File: src/rtl/fir_convolve_correlate_core_macros.svh
// Assertion macros shared by the convolution/correlation core.
`ifndef FIR_CONVOLVE_CORRELATE_CORE_MACROS_SVH
`define FIR_CONVOLVE_CORRELATE_CORE_MACROS_SVH

// Same-cycle implication, disabled while reset is high.
`define FCC_ASSERT_IMPL(label, clk, rst, ante, cons) \
   label: assert property (@(posedge clk) disable iff (rst) (ante) |-> (cons)) \
      else $error("fcc assertion failed");

// Next-cycle implication, disabled while reset is high.
`define FCC_ASSERT_NEXT(label, clk, rst, ante, cons) \
   label: assert property (@(posedge clk) disable iff (rst) (ante) |=> (cons)) \
      else $error("fcc assertion failed");

`endif

File: src/rtl/fcc_pkg.sv
// Shared types and constants for the convolution/correlation core.
package fcc_pkg;

   // Width of one result (exact Q8.30 sum of products)
   localparam int RESULT_BITS = 38;

   // Request function codes
   localparam logic FUNC_LOAD   = 1'b0;
   localparam logic FUNC_SAMPLE = 1'b1;

   // Sequencer states, one-hot
   typedef enum logic [5:0] {
      ST_IDLE  = 6'b000001,
      ST_PRE   = 6'b000010,
      ST_RUN   = 6'b000100,
      ST_POST  = 6'b001000,
      ST_DRAIN = 6'b010000,
      ST_EMIT  = 6'b100000
   } fcc_state_type;

   // Moves broadcast to every cell of the chain
   typedef struct packed {
      logic samp_shift;  // take sample from lower neighbor (new sample enters cell 0)
      logic samp_rot;    // take sample from upper neighbor, circular
      logic samp_clear;  // zero the sample line
      logic coef_rot_l;  // take coefficient from upper neighbor, circular
      logic coef_rot_r;  // take coefficient from lower neighbor, circular
   } fcc_cell_ctrl_type;

   // Accumulator control
   typedef struct packed {
      logic clear;   // start a new sum
      logic mac_en;  // head pair counts toward the sum
   } fcc_mac_ctrl_type;

endpackage

File: src/rtl/fcc_mac.sv
// Multiply-accumulate unit at the head of the chain.
module fcc_mac #(
   parameter int SAMPLE_BITS = 16
) (
   input  logic                               clock,
   input  logic                               reset,
   input  fcc_pkg::fcc_mac_ctrl_type          ctrl,
   input  logic signed [SAMPLE_BITS-1:0]      coef,
   input  logic signed [SAMPLE_BITS-1:0]      samp,
   output logic [fcc_pkg::RESULT_BITS-1:0]    acc
);
   import fcc_pkg::*;

   localparam int PW = 2 * SAMPLE_BITS;
   localparam int EW = (PW > RESULT_BITS) ? PW : RESULT_BITS;

   logic signed [PW-1:0]    prod_in, prod_ff;
   logic signed [EW-1:0]    prod_ext;
   logic                    prod_en_ff;
   logic [RESULT_BITS-1:0]  acc_ff, acc_in;

   // Product stage
   assign prod_in  = coef * samp;
   assign prod_ext = EW'(prod_ff);

   // Accumulate stage, wraps at the result width
   always_comb begin
      acc_in = acc_ff;
      if (ctrl.clear) begin
         acc_in = '0;
      end else if (prod_en_ff) begin
         acc_in = acc_ff + prod_ext[RESULT_BITS-1:0];
      end
   end

   always_ff @(posedge clock) begin
      if (reset) begin
         prod_en_ff <= 1'b0;
      end else begin
         prod_en_ff <= ctrl.mac_en;
      end
   end

   always_ff @(posedge clock) begin
      prod_ff <= prod_in;
      acc_ff  <= acc_in;
   end

   assign acc = acc_ff;

endmodule

File: config.mk
export PLATFORM = sky130hd
export DESIGN_NAME = fcc_mac
export DESIGN_NICKNAME = d
export VERILOG_FILES = /design/src/rtl/fir_convolve_correlate_core_macros.svh /design/src/rtl/fcc_pkg.sv /design/src/rtl/fcc_mac.sv
export SDC_FILE = /design/constraint.sdc
export NUM_CORES = 1
export LEC_CHECK = 0
export BUFFER_PORTS_ARGS = -buffer_cell sky130_fd_sc_hd__buf_2
export CORE_ASPECT_RATIO = 0.5
export CORE_MARGIN = 2
export CORE_UTILIZATION = 58
export DETAILED_ROUTE_END_ITERATION = 16
export PLACE_DENSITY = 0.83
export SYNTH_ARGS = -nofsm -noshare
export SYNTH_HDL_FRONTEND = slang
export SYNTH_SLANG_ARGS = --single-unit
File: constraint.sdc
create_clock -name clock -period 6.2 [get_ports clock]
set_input_delay 0.93 -clock clock [delete_from_list [all_inputs] [get_ports clock]]
set_output_delay 0.93 -clock clock [all_outputs]
set_load 0.005 [all_outputs]
Yosys cells after proc, flatten, opt, wreduce, memory -nomap -nowiden
Index checks and enable logic that the tools add are counted.
{ "totals": {"reg_bits": 71, "input_bits": 36, "out_inout_bits": 38, "elab_cells": 5} }
{ "op_classes": {"n_addsub": 1, "multipliers": 1} }
{ "op_table": {"columns": ["operator", "count"], "rows": [
  ["$add 38x38->38", 1],
  ["$mul 16x16->32", 1]
]} }

Longest topological paths before layout
{ "logic_depth": {"depth_word": 1, "ltp_mapped": 22, "depth_no_buf": 21} }

Worst setup path after synthesis
No wires, ideal clock.
{ "synth_timing": {"kind": "input -> register", "from": "in samp[1]", "to": "reg prod_ff[31]", "setup_ns": 0.121, "arrival_time_ns": 6.270, "required_time_ns": 6.079, "slack_ns": -0.191, "cell_stages": 20, "n_path_buf": 1, "path_cell_list": "clkbuf_1 -> nand2_1 -> inv_1 -> fa_1 -> fa_1 -> fa_1 -> fa_1 -> fa_1 -> inv_1 -> fa_1 -> inv_1 -> ha_1 -> and4_1 -> and2_1 -> nand4_1 -> a31oi_1 -> o22ai_1 -> or3_1 -> a31oi_1 -> xnor2_1"} }
{ "synth_via": {"elab_chain_len": 1} }
{ "synth_lines": {"columns": ["item", "line", "source"], "rows": [
  ["start, declared", "fcc_mac.sv:9", "input logic signed [SAMPLE_BITS-1:0] samp,"],
  ["$mul 16x16->32", "fcc_mac.sv:23", "assign prod_in = coef * samp;"],
  ["net prod_in[31]", "fcc_mac.sv:17", "logic signed [PW-1:0] prod_in, prod_ff;"],
  ["end signal, assigned", "fcc_mac.sv:45", "prod_ff <= prod_in;"],
  ["end, declared", "fcc_mac.sv:17", null]
]} }
The timed path passes the listed nets, and every way through them passes these cells.
A chain may end at the register's enable or synchronous reset.

Final worst setup path
{ "layout_timing": {"from": "in coef[12]", "to": "reg prod_ff[31]"} }
{ "layout_via": {"elab_chain_len": 1} }
{ "layout_lines": {"columns": ["item", "line", "source"], "rows": [
  ["start, declared", "fcc_mac.sv:8", "input logic signed [SAMPLE_BITS-1:0] coef,"],
  ["$mul 16x16->32", "fcc_mac.sv:23", null],
  ["net prod_in[31]", "fcc_mac.sv:17", null]
]} }
The timed path passes the listed nets, and every way through them passes these cells.

==> flow_summary.toml <==
[layout]
fin_nets = 2113
fin_area_mm2 = 0.01591
syn_to_final_growth_pct = 15.53
diodes = 0
drive_gt1_frac = 0.1612

[sta]
slew_viol_final = 0
slew_headroom = 0.3502
timing.final.ws_setup_ns = 0.07859
rsz0062_at_grt = "true"
finalSetupViolCount = 0
max_freq_mhz = 163.4
max_slew.worst_pin.slew_ns = 0.9747
fin_crit_sh = 0.9873
setup_tns_ns = 0
fin_crit_ns = 6.121
hold_viol = 0
fin_skew_ns = 0.008950

[floorplan]
core_area_mm2 = 0.02308
die_height_um = 113.0
die_area_mm2 = 0.02507
std_cell_rows = 39
die_x_um = 221.9
ios = 74
start_util = 0.5967

[synth]
yosys_warnings = 0
synth_cell_types = 59
synth-edff-count = 0
synth.yosys.seq_area_share = 0.1032
synth_area_per_cell_um2 = 9.002
ys.flop_type = "dfxtp_1"
syn-num-nets = 1948
synth.cell_area_mm2 = 0.01377
synth-async-reset-ratio = 0
synth.ff_latch_count = 71
synthCells = 1530

[run]
drv_cap = 0

[global_route]
grt_pass1_wl_um = 56970
grt_pass1_vias = 11790
antenna_found_initial = 0
track_usage = 0.2839
grt_start_max_net_pins = 55
gr-total-overflow = 0

[placement]
dpl.hpwl_um = 29090
postPlaceCellArea_mm2 = 0.01534
gp_congestion = 0.9114
pre_cts_ws_ns = -0.3904
port_buffers = 73

[cts]
cts_tree = "done"
cts_max_level = 3
clock_path_buffers = 2
cts-root-buf = "clkbuf_16"
postCtsHoldBufs = 0
clk_latency_ns = 0.34
clock-sinks = 71
clkTransAtPathRegs_ns = 0.06
numCtsBuffers = 9

[routing]
wl_per_cell_um = 17.49
viasPerCell = 5.637
drc = 0
wirelength_um = 35110
first_pass_iters = 5
ant_nets = 0
vias = 11310
drt_iter0_drc = 758

[worst_setup_path]
crit_end = "prod_ff[31]"
r2r_cells = 11
startpoint_type = "primary input"
crit_required_ns = 6.47
r2r_slack_ns = 2.88
cp-end-kind = "flop"
crit_type = "primary input to flop"
critPathMaxFanout = 7
rr_startpoint = "acc[0]"
crit_start = "coef[12]"
r2r_end = "acc[26]"
critPathArrivalTime_ns = 6.39

[min_path]
hp-class = "flop to flop"

[outcome]
status = "completed"
-- logic make-up (layout without fill, tap and decap cells) --
group                    Yosys count  in the layout  share of synthesized area
AND/OR/NAND/NOR                  449            449                     0.1631
AO/OA/AOI/OAI                    199            199                    0.09411
adder cells (fa/ha/maj)          382            382                     0.4904
multiplexers                      25             25                    0.01826
XOR/XNOR                          57             57                    0.03625
buffers and inverters            347            517                    0.09475
flip-flops                        71             71                     0.1032
-- cell usage after synthesis, types with 5 or more instances --
cell type / n / area, µm²
inv_1: 300 / 1126
fa_1: 263 / 5265
nand2_1: 157 / 589.3
and2_1: 129 / 807.0
ha_1: 119 / 1489
dfxtp_1: 71 / 1421
nor2_1: 69 / 259.0
a21oi_1: 53 / 265.3
xnor2_1: 45 / 394.1
clkbuf_1: 43 / 161.4
o21ai_0: 35 / 175.2
mux2i_1: 24 / 240.2
a21o_1: 20 / 150.1
nand3_1: 16 / 80.08
nor3_1: 15 / 75.07
o21bai_1: 15 / 112.6
a211oi_1: 13 / 97.59
xor2_1: 12 / 105.1
nand2b_1: 11 / 68.82
a31oi_1: 9 / 56.30
nand4_1: 9 / 56.30
o21a_1: 7 / 52.55
and3_1: 6 / 37.54
o21ai_1: 6 / 30.03
or3_1: 6 / 37.54
a2111oi_0: 5 / 43.79
nor2b_1: 5 / 31.28
nor3b_1: 5 / 37.54
nor4_1: 5 / 31.28
o31ai_1: 5 / 37.54
-- critical path, cell delays in order --
cell and delay, ns:
clkbuf_4 0.17, buf_4 0.13, nand2_1 0.07, fa_1 0.59, fa_2 0.46, fa_1 0.51, inv_1 0.06, fa_1 0.49
fa_1 0.49, inv_1 0.05, fa_1 0.47, inv_1 0.05, ha_1 0.37, nand2_1 0.11, o21ai_0 0.24, a221oi_2 0.13
a31oi_2 0.25, o22ai_2 0.13, or3_4 0.36, a31oi_4 0.16, xnor2_1 0.14
-- metrics by stage --
stage               utilization  cells  hold WS [ns]
floorplan                     -   1530        0.4717
global placement         0.6646   1988        0.4840
detailed placement       0.6646   1988        0.4839
CTS                      0.6782   2004        0.4931
global route             0.6894   2007        0.5201
finish                   0.6894   2007        0.4971
-- cells in the final DEF, fill, tap and decap left out, types with 16 or more instances in the layout --
| cell | n |
|---|---|
| and2_1 | 118 |
| xnor2_1 | 45 |
| buf_4 | 136 |
| fa_1 | 254 |
| nand2_1 | 155 |
| o21ai_0 | 34 |
| mux2i_1 | 24 |
| buf_2 | 51 |
| nand3_1 | 16 |
| a21o_1 | 20 |
| dfxtp_1 | 70 |
| ha_1 | 112 |
| inv_1 | 297 |
| a21oi_1 | 50 |
| nor2_1 | 68 |
-- flip-flops by register name, indices dropped and copies added, names as in the netlist --
signal      cells
acc            38
prod_en_ff      1
prod_ff        32
-- routing by layer --
layer	vias to the layer above	global-route usage	wire length (µm)
li1	5157	-	-
met1	5536	0.3734	14760
met2	512	0.4807	16440
met3	109	0.05609	2834
met4	0	0.08874	1078
met5	-	0	0
-- worst min-delay path by stage --
stage               cells past startpoint       to  slack (ns)     from
floorplan                               2  acc[34]        0.47  acc[34]
global placement                        2  acc[34]        0.48  acc[34]
detailed placement                      2  acc[30]        0.48  acc[30]
CTS                                     2  acc[30]        0.49  acc[30]
global route                            2  acc[30]        0.52  acc[30]
finish                                  2  acc[34]        0.50  acc[34]
-- area by class of cell --
type                    instances  area, µm²
multi-input cells            1112      11270
clock inverters                 7      80.08
flip-flops and latches         71       1423
clock buffers                   9      225.2
fillers                      1679       7168
repair buffers                201       1404
well taps                     307      384.1
inverters                     300       1126
-- repair_timing --
| action | in CTS | in global routing |
|---|---|---|
| gates cloned | 0 | 0 |
| setup buffers | 0 | 3 |
| pin swaps | 1 | 30 |
| setup endpoints to repair | 4 | 8 |
| gates resized for setup | 2 | 85 |
Power is left out: the tool's default activity adds up to more than one toggle a clock period on the data nets, which glitch-free logic cannot reach.
