### src/rtl/fir_convolve_correlate_core_macros.svh
// Assertion macros shared by the convolution/correlation core.
`ifndef FIR_CONVOLVE_CORRELATE_CORE_MACROS_SVH
`define FIR_CONVOLVE_CORRELATE_CORE_MACROS_SVH

// Same-cycle implication, disabled while reset is high.
`define FCC_ASSERT_IMPL(label, clk, rst, ante, cons) \
   label: assert property (@(posedge clk) disable iff (rst) (ante) |-> (cons)) \
      else $error("fcc assertion failed");

// Next-cycle implication, disabled while reset is high.
`define FCC_ASSERT_NEXT(label, clk, rst, ante, cons) \
   label: assert property (@(posedge clk) disable iff (rst) (ante) |=> (cons)) \
      else $error("fcc assertion failed");

`endif

### src/rtl/fcc_pkg.sv
// Shared types and constants for the convolution/correlation core.
package fcc_pkg;

   // Width of one result (exact Q8.30 sum of products)
   localparam int RESULT_BITS = 38;

   // Request function codes
   localparam logic FUNC_LOAD   = 1'b0;
   localparam logic FUNC_SAMPLE = 1'b1;

   // Sequencer states, one-hot
   typedef enum logic [5:0] {
      ST_IDLE  = 6'b000001,
      ST_PRE   = 6'b000010,
      ST_RUN   = 6'b000100,
      ST_POST  = 6'b001000,
      ST_DRAIN = 6'b010000,
      ST_EMIT  = 6'b100000
   } fcc_state_type;

   // Moves broadcast to every cell of the chain
   typedef struct packed {
      logic samp_shift;  // take sample from lower neighbor (new sample enters cell 0)
      logic samp_rot;    // take sample from upper neighbor, circular
      logic samp_clear;  // zero the sample line
      logic coef_rot_l;  // take coefficient from upper neighbor, circular
      logic coef_rot_r;  // take coefficient from lower neighbor, circular
   } fcc_cell_ctrl_type;

   // Accumulator control
   typedef struct packed {
      logic clear;   // start a new sum
      logic mac_en;  // head pair counts toward the sum
   } fcc_mac_ctrl_type;

endpackage

### src/rtl/fcc_cell.sv
// One cell of the chain: a sample slot and a coefficient slot.
module fcc_cell #(
   parameter int SAMPLE_BITS = 16
) (
   input  logic                          clock,
   input  logic                          reset,
   input  fcc_pkg::fcc_cell_ctrl_type    ctrl,
   input  logic                          coef_we,
   input  logic signed [SAMPLE_BITS-1:0] coef_wdata,
   input  logic signed [SAMPLE_BITS-1:0] samp_lower,
   input  logic signed [SAMPLE_BITS-1:0] samp_upper,
   input  logic signed [SAMPLE_BITS-1:0] coef_lower,
   input  logic signed [SAMPLE_BITS-1:0] coef_upper,
   output logic signed [SAMPLE_BITS-1:0] samp_q,
   output logic signed [SAMPLE_BITS-1:0] coef_q
);
   import fcc_pkg::*;

   logic signed [SAMPLE_BITS-1:0] samp_ff, samp_in;
   logic signed [SAMPLE_BITS-1:0] coef_ff, coef_in;

   // Sample slot: clear, shift in, or rotate toward the head
   always_comb begin
      samp_in = samp_ff;
      if (ctrl.samp_clear) begin
         samp_in = '0;
      end else if (ctrl.samp_shift) begin
         samp_in = samp_lower;
      end else if (ctrl.samp_rot) begin
         samp_in = samp_upper;
      end
   end

   // Coefficient slot: load, or rotate either way
   always_comb begin
      coef_in = coef_ff;
      if (coef_we) begin
         coef_in = coef_wdata;
      end else if (ctrl.coef_rot_l) begin
         coef_in = coef_upper;
      end else if (ctrl.coef_rot_r) begin
         coef_in = coef_lower;
      end
   end

   always_ff @(posedge clock) begin
      if (reset) begin
         samp_ff <= '0;
      end else begin
         samp_ff <= samp_in;
      end
   end

   // Coefficients are undefined until loaded
   always_ff @(posedge clock) begin
      coef_ff <= coef_in;
   end

   assign samp_q = samp_ff;
   assign coef_q = coef_ff;

endmodule

### config.mk
export PLATFORM = sky130hd
export DESIGN_NAME = fcc_cell
export DESIGN_NICKNAME = d
export VERILOG_FILES = /design/src/rtl/fir_convolve_correlate_core_macros.svh /design/src/rtl/fcc_pkg.sv /design/src/rtl/fcc_cell.sv
export SDC_FILE = /design/constraint.sdc
export NUM_CORES = 1
export LEC_CHECK = 0
export BUFFER_PORTS_ARGS = -buffer_cell sky130_fd_sc_hd__buf_4
export CAP_MARGIN = 5
export CORE_MARGIN = 8
export CORE_UTILIZATION = 44
export DETAILED_ROUTE_END_ITERATION = 8
export PLACE_DENSITY = 0.95
export SETUP_SLACK_MARGIN = 0.5
export SLEW_MARGIN = 20
export SYNTH_ARGS = -nofsm -noshare
export SYNTH_HDL_FRONTEND = slang
export SYNTH_SLANG_ARGS = --single-unit
### constraint.sdc
create_clock -name clock -period 1.8 [get_ports clock]
set_input_delay 0 -clock clock [delete_from_list [all_inputs] [get_ports clock]]
set_output_delay 0 -clock clock [all_outputs]
set_load 0.1 [all_outputs]
### Word level (Yosys, flattened, before mapping)

Index checks and enable logic that the tools add are counted.
W data, S select, Z words.

* flip-flop bits (word level): 32
* bits of input ports: 88
* output and inout port bits: 32
* word-level logic and storage cells: 10

* mux-type cells: 5
* reduce and logical (&&, ||, !) cells: 3

Operators by type and width (number)
* $mux W16: 5
* $reduce_bool A3 Y1: 1
* $reduce_bool A2 Y1: 1
* $reduce_or A2 Y1: 1

### Longest topological paths before layout

Gate-level depths: netlist of the first run.

* depth after elaboration: 3
* gate-level depth with buffers: 4
* mapped depth without buffers: 2

### Least setup slack after synthesis of the first run

No wires, ideal clock.

* path kind: reg-to-reg
* start point: register samp_q[10] (netlist name)
* end point: register samp_ff[10], in the netlist samp_q[10]
* setup time: 0.059 ns
* arrival time: 1.333 ns
* data required time: 1.741 ns
* slack: 0.408 ns
* stages on the path, launching flop included: 3
* path buffers: 0
* clock period less this slack: 1.392 ns
* path through: dfxtp_1 mux2_2 o211a_1

RTL lines
* end signal: assignment: RTL line fcc_cell.sv:50 `samp_ff <= samp_in;`
* end: declaration: RTL line fcc_cell.sv:19 `logic signed [SAMPLE_BITS-1:0] samp_ff, samp_in;`

### Worst setup path in the final report of the first run

* start point: input ctrl[1] (netlist name)
* end point: register coef_ff[7], in the netlist coef_q[7] (enable)

* longest elaborated chain between the ends: 1

RTL lines
* start: declaration: RTL line fcc_cell.sv:7 `input fcc_pkg::fcc_cell_ctrl_type ctrl,`
* $reduce_bool A3 Y1 (no source line)
* end signal: assignment: RTL line fcc_cell.sv:56 `coef_ff <= coef_in;`
* end: declaration: RTL line fcc_cell.sv:20 `logic signed [SAMPLE_BITS-1:0] coef_ff, coef_in;`

Every way passes these cells.
A chain may end at the register's enable or synchronous reset.

==> results of run 1 <==
==> cells by family (layout without fill, tap and decap cells) <==
| logic type | Yosys count | after routing | synth area share (%) |
|---|---|---|---|
| flip-flops | 32 | 32 | 48.05 |
| buffers and inverters | 11 | 130 | 4.579 |
| AND/OR/NAND/NOR | 34 | 34 | 10.29 |
| multiplexers | 32 | 32 | 22.67 |
| AO/OA/AOI/OAI | 32 | 32 | 14.41 |
==> cell usage in the layout, fill, tap and decap left out <==
| cell type | netlist | layout |
|---|---|---|
| nand2_1 | 16 | 16 |
| dfxtp_2 | 0 | 16 |
| o21ai_0 | 16 | 16 |
| or3_1 | 1 | 1 |
| mux2_4 | 10 | 10 |
| edfxtp_1 | 16 | 16 |
| clkbuf_8 | 0 | 5 |
| or2b_1 | 1 | 1 |
| buf_4 | 2 | 120 |
| nand2b_1 | 15 | 15 |
| clkbuf_1 | 4 | 2 |
| mux2i_1 | 16 | 16 |
| dlygate4sd3_1 | 0 | 2 |
| nor2_1 | 1 | 1 |
| clkinv_1 | 0 | 1 |
| o211a_1 | 16 | 16 |
| mux2_2 | 6 | 6 |
==> report_power, final <==
part,internal [uW],switching (uW),leakage [uW],total [uW]
registers,835,21.8,0.000307,857
logic,277,573,0.00109,851
clock network,269,243,0.0000399,512
total,1380,838,0.00144,2220
==> registers in the layout (all words and copies together), names as in the netlist <==
| name | cells |
|---|---|
| coef_q | 16 |
| samp_q | 16 |
==> metal layers <==
metal  vias to the layer above  routed length (microns)  track usage [%]
li1                        747                        -                -
met1                       688                     2026            17.09
met2                        89                     2429            28.56
met3                         4                      550            9.447
met4                         0                       30            3.962
met5                         -                        0                0
==> timing repair <==
| item | CTS | global route |
|---|---|---|
| gates resized for setup | 0 | 0 |
| hold buffers | 2 | 0 |
| hold endpoints to repair | 2 | 0 |
| buffers inserted | 0 | 0 |
==> area by class of cell <==
type                            count  area (sq um)
Clock inverter                      1         3.754
Sequential cell                    32         820.8
Clock buffer                        7         76.32
Multi-Input combinational cell     98         789.5
Tap cell                           48         60.06
Timing Repair Buffer              122         920.9
Fill cell                         274         989.7
==> how the worst max path moves through the flow <==
stage / to / slack (ps) / cells after the start
after CTS: coef_q[9] / 840 / 2
after detailed placement: coef_q[6] / 530 / 2
final: coef_q[7] / 850 / 2
after global routing: coef_q[5] / 790 / 2
after floorplan: samp_q[0] / 690 / 2
after global placement: coef_q[8] / 570 / 2
==> metrics by stage <==
| stage | setup WS, ps | std cells | hold slack (ps) | power, uW |
|---|---|---|---|---|
| 2_1_floorplan | 694.9 | 141 | 186.6 | 1464 |
| 3_3_place_gp | 571.3 | 298 | 281.2 | 1709 |
| 3_5_place_dp | 534.6 | 298 | 280.6 | 1724 |
| 4_1_cts | 839.0 | 308 | 1.078 | 2243 |
| 5_1_grt | 791.0 | 308 | 3.369 | 2319 |
| 6_report | 852.0 | 308 | 8.056 | 2219 |
==> out/results.tsv, run 1 <==
stage	metric	value	unit
timing	relative slew slack	58.01	%
pwr	leakage	0.001439	uW
detailed_routing	drt wl/cell	16.35	microns
logic_synthesis	post-synth top area cell	edfxtp_1	
logic_synthesis	largest cells by area after synthesis	edfxtp_1, dfxtp_1, mux2i_1	
timing	Fmax	1.055	GHz
die	Core Region	0.003661	sq mm
pwr	Cell Pwr Density	830.8	mW/mm^2
global_routing	total track usage	16.60	%
logic_synthesis	sequential fraction of the synthesis area	48.05	%
setup_path	CP max-delay cell	or3_1	
logic_synthesis	syn nets	229	
flow_run	max-capacitance violation count	0	
setup_path	Startpoint Class	input port	
pwr	maximum vdd drop	457.1	uV
timing	Setup TNS Final	0	ps
layout	count of inserted antenna diode cells	0	
global_routing	initial antenna violation count	0	
clock_tree	clk_lat worst skew	270	ps
setup_path	reg2reg start	samp_q[1]	
layout	synth-to-layout area growth	60.29	%
detailed_routing	DRC errors left	0	
logic_synthesis	Async SR Flop Fraction	0	%
clock_tree	htree depth	2	
layout	fin nets	347	
detailed_routing	via count	1528	
global_routing	largest net degree at the start of global routing	34	
setup_path	Crit Path Max Fanout	17	
die	# rows	22	
setup_path	CP startpoint	ctrl[1]	
layout	final core occ	72.97	%
die	Starting Density	45.52	%
timing	Tcrit/Tclk final	52.67	%
die	die width	77.55	microns
global_routing	vias in the first global route	1683	
timing	Tmin final	948.0	ps
setup_path	Buf/Inv on CP	1	
min_path	WHS Endpoint	coef_q[6]	
placement	DP Wirelength	4.067	mm
setup_path	crit path DAT	880	ps
detailed_routing	DR pass1 iterations	4	
setup_path	critical path capture point type	flip-flop	
clock_tree	clk root buf	clkbuf_8	
clock_tree	Clock Sinks	32	
clock_tree	CTS tree	yes	
min_path	Hold Startpoint	coef_wdata[6]	
logic_synthesis	ys flop type	edfxtp_1	
setup_path	R2R cell count	2	
detailed_routing	Routed WL	5.037	mm
min_path	hold crit path type	in2reg	
timing	Slew @ Worst Pin	629.9	ps
timing	final setup fails	0	
setup_path	critical path's top delay family	simple AND/OR/NAND/NOR gates	
detailed_routing	ANT nets after route	0	
layout	layout cells sized above 1	60.38	%
placement	number of port buffers	119	
timing	RSZ-0062 raised after global routing	false	
global_routing	Remaining Overflow, GRT	0	
run_status	outcome	finished, final reports clean	
logic_synthesis	FF+latch count, synth	32	
setup_path	cells along the critical path	buf_4 -> or3_1	
die	die area	0.006013	sq mm
timing	clock skew	0	ps
timing	Final Max Slew Viols	0	
die	Top Ports	120	
placement	Placer Congestion	0.7430	
placement	placed cell area	0.002571	sq mm
logic_synthesis	area fraction of the dominant cell type after synthesis	28.83	%
setup_path	critical path required time	1730	ps
logic_synthesis	syn_area_per_cell	11.82	sq um
die	height of the die	77.55	microns
clock_tree	clk slew on worst S/H paths	60	ps
logic_synthesis	Ys Warns	0	
detailed_routing	1st-iter DRT viols	66	
logic_synthesis	count of unique library cells instantiated by Yosys	17	
clock_tree	CTS buffer count	5	
setup_path	delay of the slowest cell on the worst path	680	ps
global_routing	first-pass GRT wire length	7.955	mm
setup_path	kind of critical path	in2reg	
timing	Fin. Hold Viols	0	
layout	final instance area	0.002671	sq mm
setup_path	RR Endpoint	samp_q[1]	
logic_synthesis	Netlist Area Pre-Place	0.001667	sq mm
detailed_routing	routed vias/inst	4.961	
clock_tree	Max clock buf depth	2	
logic_synthesis	Syn Inst Count	141	
min_path	Hold Path Cell Cnt	3	
setup_path	R2R Setup Slk	890	ps
logic_synthesis	Post-synth EDFFs	16	
(Power assumes the default switching activity.)
==> inputs of run 2 (changes only) <==
--- a/config.mk
+++ b/config.mk
@@ -8,9 +8,9 @@
 export BUFFER_PORTS_ARGS = -buffer_cell sky130_fd_sc_hd__buf_4
 export CAP_MARGIN = 5
 export CORE_MARGIN = 8
-export CORE_UTILIZATION = 44
+export CORE_UTILIZATION = 41
 export DETAILED_ROUTE_END_ITERATION = 8
-export PLACE_DENSITY = 0.95
+export PLACE_DENSITY = 0.93
 export SETUP_SLACK_MARGIN = 0.5
 export SLEW_MARGIN = 20
 export SYNTH_ARGS = -nofsm -noshare
==> constraint.sdc (replaced) <==
create_clock -name clock -period 0.9 [get_ports clock]
set_input_delay 0 -clock clock [delete_from_list [all_inputs] [get_ports clock]]
set_output_delay 0 -clock clock [all_outputs]
set_load 0.1 [all_outputs]
==> out/results.tsv, run 2 (same netlist as run 1, synthesis figures left out) <==
stage	metric	value	unit
run_status	outcome	finished with violations	
run_status	failing checks	negative setup slack	
layout	most frequent cells in the layout	buf_4, buf_12	
clock_tree	CTS tree	yes	
setup_path	crit path DAT	1090	ps
setup_path	Startpoint Class	flip-flop	
setup_path	R2R cell count	2	
clock_tree	CTS buffer count	5	
die	die area	0.006361	sq mm
global_routing	first-pass GRT wire length	9.218	mm
timing	relative slew slack	80.84	%
setup_path	CP startpoint	samp_q[11]	
pwr	leakage	0.001616	uW
die	Top Ports	120	
die	Starting Density	42.27	%
die	die width	79.76	microns
setup_path	kind of critical path	reg2reg	
detailed_routing	met3 WL	950	microns
timing	RSZ-0062 raised after global routing	true	
setup_path	reg2reg start	samp_q[11]	
layout	layout cells sized above 1	64.04	%
timing	Tcrit/Tclk final	103.2	%
timing	Slew @ Worst Pin	287.4	ps
placement	DP Wirelength	4.190	mm
layout	fin nets	354	
clock_tree	Clock Sinks	32	
layout	synth-to-layout area growth	93.39	%
clock_tree	clk slew on worst S/H paths	60	ps
pwr	Cell Pwr Density	1520	mW/mm^2
die	height of the die	79.76	microns
clock_tree	Max clock buf depth	2	
placement	number of port buffers	119	
global_routing	initial antenna violation count	0	
detailed_routing	routed vias/inst	5.123	
timing	Tmin final	928.4	ps
setup_path	Crit Path Max Fanout	2	
layout	final core occ	81.75	%
timing	Fmax	1.077	GHz
die	# rows	23	
pwr	maximum vdd drop	1086	uV
layout	final instance area	0.003223	sq mm
flow_run	max-capacitance violation count	0	
clock_tree	clk root buf	clkbuf_8	
detailed_routing	Routed WL	5.927	mm
global_routing	total track usage	18.93	%
placement	Placer Congestion	0.7674	
die	Core Region	0.003943	sq mm
detailed_routing	drt wl/cell	18.70	microns
clock_tree	htree depth	2	
setup_path	RR Endpoint	samp_q[11]	
timing	final setup fails	17	
global_routing	largest net degree at the start of global routing	33	
detailed_routing	met2 routed WL	3.002	mm
detailed_routing	1st-iter DRT viols	54	
placement	placed cell area	0.002661	sq mm
timing	Fin. Hold Viols	0	
layout	commonest non-fill, non-tap cell in the layout	buf_4	
detailed_routing	Post-Route M1 WL	1.840	mm
detailed_routing	DRC errors left	0	
setup_path	crit path to	samp_q[11]	
clock_tree	clk_lat worst skew	270	ps
global_routing	Remaining Overflow, GRT	0	
layout	post-route insts no fill	317	
global_routing	vias in the first global route	1873	
pwr	Tot Pwr	4900	uW
setup_path	R2R Setup Slk	-30	ps
setup_path	critical path required time	1060	ps
min_path	hold crit path type	in2reg	
timing	clock skew	0	ps
detailed_routing	DR pass1 iterations	4	
timing	Final Max Slew Viols	0	
timing	fin worst setup slack	-28.45	ps
detailed_routing	ANT nets after route	0	
setup_path	critical path capture point type	flip-flop	
detailed_routing	DR top layer	met4	
layout	count of inserted antenna diode cells	0	
placement	DP Cell Count	304	
detailed_routing	via count	1624	
run 2: worst max-delay path, stage by stage, from the launching register on:
cell,delay [ps]
dfxtp_4,350
mux2_4,260
o211a_1,210
run 2: report_power, final:
part           total (uW)  internal [uW]  switching, uW  leakage [uW]
registers            1740           1650           95.9      0.000312
clock network        1100            612            488     0.0000459
logic                2060            866           1190       0.00126
total                4900           3120           1780       0.00162
run 2: worst min path at each step:
stage                         startpoint    endpoint  slack [ps]  cells past startpoint
after global routing       coef_wdata[3]   coef_q[3]          10                      3
final                      coef_wdata[1]   coef_q[1]          10                      3
after CTS                  coef_wdata[7]   coef_q[7]         -10                      3
after detailed placement   coef_wdata[7]   coef_q[7]         290                      3
after global placement    coef_wdata[14]  coef_q[14]         280                      3
after floorplan                  ctrl[4]  samp_q[10]         180                      2
run 2: final cells by class:
class	count	area, sq um
timing repair buffer	128	1385
sequential	32	860.8
multi-input combinational	99	824.5
fill	226	719.4
clock buffer	7	86.33
tap	50	62.56
clock inverter	1	3.754
run 2: stage by stage:
step	setup slack [ps]	hold slack [ps]	setup TNS [ps]
after global placement	-29.32	277.5	-159.8
after detailed placement	-55.56	289.1	-406.8
after global routing	-55.65	13.64	-970.6
after floorplan	-123.3	183.7	-2000
final	-28.45	10.39	-245.7
after CTS	-30.82	-12.98	-308.7
run 2: what timing repair did:
action,in CTS,in global routing
endpoints found under the hold margin,4,0
endpoints found under the setup margin,80,80
cloned,2,0
setup buffers,0,3
pin swaps,6,9
resized for setup,96,4
run 2: layer usage:
| layer | global-route usage [%] | vias up |
|---|---|---|
| li1 | - | 764 |
| met1 | 15.92 | 754 |
| met2 | 32.19 | 95 |
| met3 | 14.86 | 11 |
| met4 | 8.182 | 0 |
| met5 | 0 | - |
